==> config.mk <==
export PLATFORM = sky130hd
export DESIGN_NAME = dafc_ctrl
export DESIGN_NICKNAME = d
export VERILOG_FILES = /design/src/rtl/dafc_pkg.sv /design/src/rtl/dafc_ctrl.sv
export VERILOG_INCLUDE_DIRS = /design/src /design/src/rtl
export SDC_FILE = /design/constraint.sdc
export NUM_CORES = 1
export LEC_CHECK = 0
export BUFFER_PORTS_ARGS = -buffer_cell sky130_fd_sc_hd__buf_4
export CAP_MARGIN = 20
export CORE_MARGIN = 4
export CORE_UTILIZATION = 35
export CTS_CLUSTER_SIZE = 40
export DETAILED_ROUTE_END_ITERATION = 8
export GPL_ROUTABILITY_DRIVEN = 0
export GPL_TIMING_DRIVEN = 0
export PLACE_DENSITY_LB_ADDON = 0.2
export RECOVER_POWER = 25
export SLEW_MARGIN = 20
export SYNTH_ARGS = -nofsm -noshare
export SYNTH_HDL_FRONTEND = slang
export SYNTH_SLANG_ARGS = --single-unit
==> constraint.sdc <==
create_clock -name i_clk -period 1.3 [get_ports i_clk]
set_input_delay 0.26 -clock i_clk [delete_from_list [all_inputs] [get_ports i_clk]]
set_output_delay 0.26 -clock i_clk [all_outputs]
set_load 0.01 [all_outputs]
==> src/rtl/assert_macros.svh <==
// Assertion macros shared by the flood counter RTL.
// Included by the controller and datapath; no other dependencies.
`ifndef ASSERT_MACROS_SVH
`define ASSERT_MACROS_SVH

// Property that must hold at every clock edge outside reset.
`define ASSERT_ALWAYS(label, clk, rst_n, prop, msg) \
    label: assert property (@(posedge clk) disable iff (!rst_n) (prop)) else $error(msg);

// Implication checked in the cycle after the antecedent.
`define ASSERT_NEXT(label, clk, rst_n, ante, cons, msg) \
    label: assert property (@(posedge clk) disable iff (!rst_n) (ante) |=> (cons)) \
        else $error(msg);

// Implication checked in the same cycle as the antecedent.
`define ASSERT_SAME(label, clk, rst_n, ante, cons, msg) \
    label: assert property (@(posedge clk) disable iff (!rst_n) (ante) |-> (cons)) \
        else $error(msg);

`endif

==> src/rtl/dafc_pkg.sv <==
// Shared types and constants for the destination address flood counter.
// No dependencies; imported by the controller, datapath and top level.
package dafc_pkg;

    localparam int ADDR_W = 32;
    localparam int CNT_W  = 32;
    localparam int KIND_W = 2;
    localparam int PADDR_W = 2;

    // Result kinds
    localparam logic [KIND_W-1:0] KIND_FLAGGED  = 2'd0;
    localparam logic [KIND_W-1:0] KIND_NONE     = 2'd1;
    localparam logic [KIND_W-1:0] KIND_OVERFLOW = 2'd2;

    // Input operations
    localparam logic OP_PACKET = 1'b0;
    localparam logic OP_REPORT = 1'b1;

    // Register map
    localparam logic [PADDR_W-1:0] REG_PACKET_LIMIT = 2'd0;
    localparam logic [CNT_W-1:0]   PACKET_LIMIT_RST = 32'd1000;

    typedef struct packed {
        logic [ADDR_W-1:0] addr;
        logic [CNT_W-1:0]  cnt;
    } t_entry;

    // Controller to datapath
    typedef struct packed {
        logic capture;   // latch the incoming address
        logic compare;   // register the address match vector
        logic look;      // latch the hit index
        logic append;    // write a new entry at the fill point
        logic update;    // write back the incremented count
        logic walk;      // read port follows the walk index
        logic step;      // advance the walk index
        logic hold_pend; // park the current entry as pending result
        logic emit_ovf;  // load an overflow result
        logic emit_pend; // load the pending entry, not last
        logic emit_end;  // load the closing result of a report
        logic clear;     // drop all entries, reset the walk
    } t_dp_cmd;

    // Datapath to controller
    typedef struct packed {
        logic hit;
        logic full;      // append now would fill the table
        logic walk_done;
        logic flagged;
        logic pend_v;
        logic out_free;
    } t_dp_sts;

endpackage

==> src/rtl/dafc_ctrl.sv <==
// Sequencer of the flood counter: packet lookup/update and report walk.
// Depends on dafc_pkg and assert_macros.svh.
`include "assert_macros.svh"

module dafc_ctrl (
    input  logic              i_clk,
    input  logic              i_rst_n,
    input  logic              i_in_valid,
    input  logic              i_op,
    input  dafc_pkg::t_dp_sts i_sts,
    output logic              o_in_ready,
    output dafc_pkg::t_dp_cmd o_cmd
);
    import dafc_pkg::*;

    typedef enum logic [7:0] {
        S_IDLE    = 8'b0000_0001,
        S_CMP     = 8'b0000_0010,
        S_LOOK    = 8'b0000_0100,
        S_UPD     = 8'b0000_1000,
        S_OVF     = 8'b0001_0000,
        S_RPT_RD  = 8'b0010_0000,
        S_RPT_CHK = 8'b0100_0000,
        S_RPT_END = 8'b1000_0000
    } t_state;

    t_state r_state;
    t_state n_state;

    always_ff @(posedge i_clk) begin
        if (!i_rst_n) begin
            r_state <= S_IDLE;
        end else begin
            r_state <= n_state;
        end
    end

    always_comb begin
        n_state = r_state;
        o_cmd   = '0;
        case (r_state)
            S_IDLE: begin
                if (i_in_valid) begin
                    o_cmd.capture = 1'b1;
                    n_state = (i_op == OP_REPORT) ? S_RPT_RD : S_CMP;
                end
            end
            S_CMP: begin
                o_cmd.compare = 1'b1;
                n_state = S_LOOK;
            end
            S_LOOK: begin
                if (i_sts.hit) begin
                    o_cmd.look = 1'b1;
                    n_state = S_UPD;
                end else begin
                    o_cmd.append = 1'b1;
                    n_state = i_sts.full ? S_OVF : S_IDLE;
                end
            end
            S_UPD: begin
                o_cmd.update = 1'b1;
                n_state = S_IDLE;
            end
            S_OVF: begin
                if (i_sts.out_free) begin
                    o_cmd.emit_ovf = 1'b1;
                    n_state = S_IDLE;
                end
            end
            S_RPT_RD: begin
                o_cmd.walk = 1'b1;
                n_state = i_sts.walk_done ? S_RPT_END : S_RPT_CHK;
            end
            S_RPT_CHK: begin
                o_cmd.walk = 1'b1;
                if (!i_sts.flagged) begin
                    o_cmd.step = 1'b1;
                    n_state = S_RPT_RD;
                end else if (!i_sts.pend_v) begin
                    o_cmd.hold_pend = 1'b1;
                    o_cmd.step      = 1'b1;
                    n_state = S_RPT_RD;
                end else if (i_sts.out_free) begin
                    o_cmd.emit_pend = 1'b1;
                    o_cmd.hold_pend = 1'b1;
                    o_cmd.step      = 1'b1;
                    n_state = S_RPT_RD;
                end
            end
            S_RPT_END: begin
                if (i_sts.out_free) begin
                    o_cmd.emit_end = 1'b1;
                    o_cmd.clear    = 1'b1;
                    n_state = S_IDLE;
                end
            end
            default: begin
                n_state = S_IDLE;
            end
        endcase
    end

    assign o_in_ready = (r_state == S_IDLE);

    `ASSERT_SAME(a_upd_after_hit, i_clk, i_rst_n, r_state == S_UPD, $past(r_state) == S_LOOK && $past(i_sts.hit), "count update without a hit")
    `ASSERT_NEXT(a_emit_needs_room, i_clk, i_rst_n, o_cmd.emit_pend || o_cmd.emit_end || o_cmd.emit_ovf, $past(i_sts.out_free), "result loaded over a waiting one")

endmodule

==> results.py <==
metrics = {
    "pwr": {
        "totalPowerFinal_mw": 1.070,
        "leakage_nw": 0.4992,
        "power_density_mw_per_mm2": 922.9,
        "vdd_ir_drop_max_v": 0.0007805,
    },
    "layout": {
        "fin_cells": 135,
        "stdcell_area_sq_mm": 0.001160,
        "largest_reg_flops": 8,
        "fin_nets": 131,
        "reg_top3": "r_state (8)",
        "regMostFlops": "r_state",
        "layout-drive-gt1-share_pct": 68.07,
        "final_util_pct": 76.99,
        "areaGrowthSynthToFinish_pct": 106.0,
        "num_antenna_cells": 0,
    },
    "grt": {
        "grt_use_met2_pct": 31.40,
        "groute.usage.overall_pct": 17.27,
        "overflow": 0,
        "global_route.usage.met3_pct": 3.321,
        "antenna_found_initial": 0,
        "grtUsageMet1_pct": 19.56,
        "grt_pass1_wl_um": 2766,
        "busiest_layer": "met2",
        "grt_max_degree": 8,
        "grt_pass1_vias": 661,
    },
    "timing": {
        "setup_ws_ns": -0.5613,
        "grt_setup_unrepaired": "true",
        "max_freq_mhz": 537.3,
        "clock_skew_ns": 0.008919,
        "layout_min_cycle_time_ns": 1.861,
        "drv_slew": 0,
        "relSlewSlack_pct": 72.47,
        "finalSetupViolCount": 21,
        "finalCritPeriodShare_pct": 143.2,
        "tightestPinTransition_ns": 0.4114,
        "hold_viol": 0,
    },
    "setup_path": {
        "rr_worst_depth": 7,
        "rrSetupSlack_ns": -0.35,
        "rr_endpoint": "r_state[6]$_SDFFE_PN0P_",
        "path_max_fanout": 3,
        "path_common_cell": "buf_4",
        "end_kind": "primary output",
        "r2r-start": "r_state[7]$_SDFFE_PN0P_",
        "critPathLaunchType": "flop",
        "max_stage_delay_ns": 0.35,
        "critical_path_required_ns": 1.04,
        "cp_slowest_cell": "dfxtp_4",
        "crit_chain": "nor4_4 > buf_4 > nand3_4 > nor3_4 > buf_4 > buf_6",
        "criticalPathCategory": "flop to primary output",
        "arrival_ns": 1.60,
    },
    "floorplanning": {
        "core_area_sq_mm": 0.001506,
        "die_h_um": 48.11,
        "fp.dieW_um": 48.11,
        "start_util_pct": 37.38,
        "fp-row-count": 14,
        "io_pins": 23,
        "die_area_sq_mm": 0.002315,
    },
    "routing": {
        "vias": 736,
        "drt_wl_total_um": 2006,
        "viasPerCell": 5.452,
        "first_iter_violations": 15,
        "drc": 0,
        "dr.pass1.iters": 4,
        "ant_nets": 0,
        "wl_per_cell_um": 14.86,
    },
    "outcome": {
        "status": "complete, but fails checks",
        "failed_checks": "setup timing",
    },
    "synth": {
        "synth.distinct_cells": 32,
        "synth_ff_type": "dfxtp_1",
        "yosys_warnings": 0,
        "synth_nets": 83,
        "avgSynthCellArea_sq_um": 7.713,
        "ys_seq_area_share_pct": 28.44,
        "ys_async_sr_fraction_pct": 0,
        "syn-cell-area_sq_um": 563.0,
        "synth_edf_count": 0,
        "synth_cells": 73,
        "synth-seq-cells": 8,
    },
    "clock_network": {
        "cts_buffer_depth": 2,
        "root_buffer": "clkbuf_4",
        "cts_tree": "yes",
        "worstSkewPairLatency_ns": 0.26,
        "hold_buffers": 0,
        "cts-htree-levels": 1,
        "path_clk_slew_ns": 0.06,
        "clock_sinks": 8,
        "numCtsBuffers": 3,
    },
    "placed_design": {
        "dp.cells": 111,
        "dp.final_hpwl_um": 1115,
        "io_buffers": 22,
        "placed_area_sq_um": 825.8,
        "post-place-ws_ns": -0.2911,
    },
    "run": {
        "drv_cap": 0,
    },
    "hold_path": {
        "whs_path_depth": 2,
        "hold_end": "r_state[1]$_SDFFE_PN0P_",
        "min_from": "i_op",
        "holdCritPathClass": "primary input to flop",
    },
}
routing by layer:
metal / wire (um) / share of wire, % / up-vias
li1: - / - / 361
met1: 782 / 39 / 344
met2: 1059 / 53 / 26
met3: 115 / 5.7 / 5
met4: 49 / 2.4 / 0
met5: 0 / 0 / -
layout by cell type (no fill, tap or decap), types with 2 or more instances in the layout:
cell	n
buf_4	30
buf_6	15
nor2_1	7
inv_1	5
dfxtp_2	5
nand4b_1	4
nor2_4	4
nand3_1	3
clkbuf_4	3
dfxtp_4	3
nor4_4	2
nand2b_1	2
a21oi_2	2
nor2_2	2
nand3_4	2
nor3b_2	2
nand4_1	2
xor2_1	2
nand2_1	2
layout make-up:
type                       instances  area [sq um]
buffer                             1         7.507
tap                               16         20.02
multi-input combinational         58         526.8
fill                             103         346.6
clock buffer                       3         22.52
sequential                         8         177.7
inverter                           5         18.77
timing repair buffer              44         386.6
power by group:
| group | total, mW | internal, mW | switching, mW |
|---|---|---|---|
| clock | 0.193 | 0.106 | 0.0875 |
| combinational | 0.574 | 0.333 | 0.240 |
| sequential | 0.303 | 0.267 | 0.0370 |
cells by family (layout without fill, tap and decap cells):
kind of cell / Yosys count / in the layout / synth area share, %
and+or+nand+nor: 46 / 46 / 50.22
xor gates and xnor gates: 2 / 2 / 3.112
buffers and inverters: 7 / 53 / 5.556
DFF: 8 / 8 / 28.44
muxes: 1 / 1 / 1.778
AOI/OAI and AO/OA: 9 / 9 / 10.89
worst max path at each step:
stage / startpoint / end / slack (ns)
6_report: r_state[6]$_SDFFE_PN0P_ / o_cmd[1] / -0.56
5_1_grt: r_state[1]$_SDFFE_PN0P_ / o_cmd[1] / -0.62
4_1_cts: r_state[0]$_SDFFE_PN1P_ / o_cmd[8] / -0.47
3_5_place_dp: r_state[5]$_SDFFE_PN0P_ / o_cmd[1] / -0.29
3_3_place_gp: r_state[2]$_SDFFE_PN0P_ / o_cmd[11] / -0.29
2_1_floorplan: r_state[5]$_SDFFE_PN0P_ / o_cmd[1] / -0.17
timing repair:
action | 4_1_cts | 5_1_grt
gates resized for setup | 24 | 13
pin swaps | 11 | 10
endpoints found under the setup margin | 21 | 21
buffers inserted | 14 | 8
Yosys cell counts (all sizes together), types with 2 or more instances:
cell type  number  share of area [%]
nand2           3                2.4
xor2            2                3.1
and2            2                2.2
nor4            2                6.0
inv             5                3.3
nand4           2                2.2
nand3           6                5.3
a21oi           2                1.8
buf             2                2.2
nor2b           2                2.2
nor3            3                2.7
nand2b          2                2.2
nand4b          4                6.2
nor2           13                8.7
dfxtp           8                 28
nor3b           2                2.7
stage by stage:
| step | hold WS (ns) | setup TNS [ns] |
|---|---|---|
| after global placement | 0.4330 | -4.587 |
| after global routing | 0.1676 | -8.857 |
| after floorplan | 0.3361 | -0.7068 |
| after detailed placement | 0.4367 | -4.755 |
| after CTS | 0.1605 | -6.627 |
| final | 0.1670 | -7.621 |
worst max-delay path: cells and delay by family (launching register included):
family,cells,cell delay (ns)
DFF,1,0.35
buffers and inverters,3,0.41
and+or+nand+nor,3,0.57
Note: power is estimated with default switching activity, not from simulation.
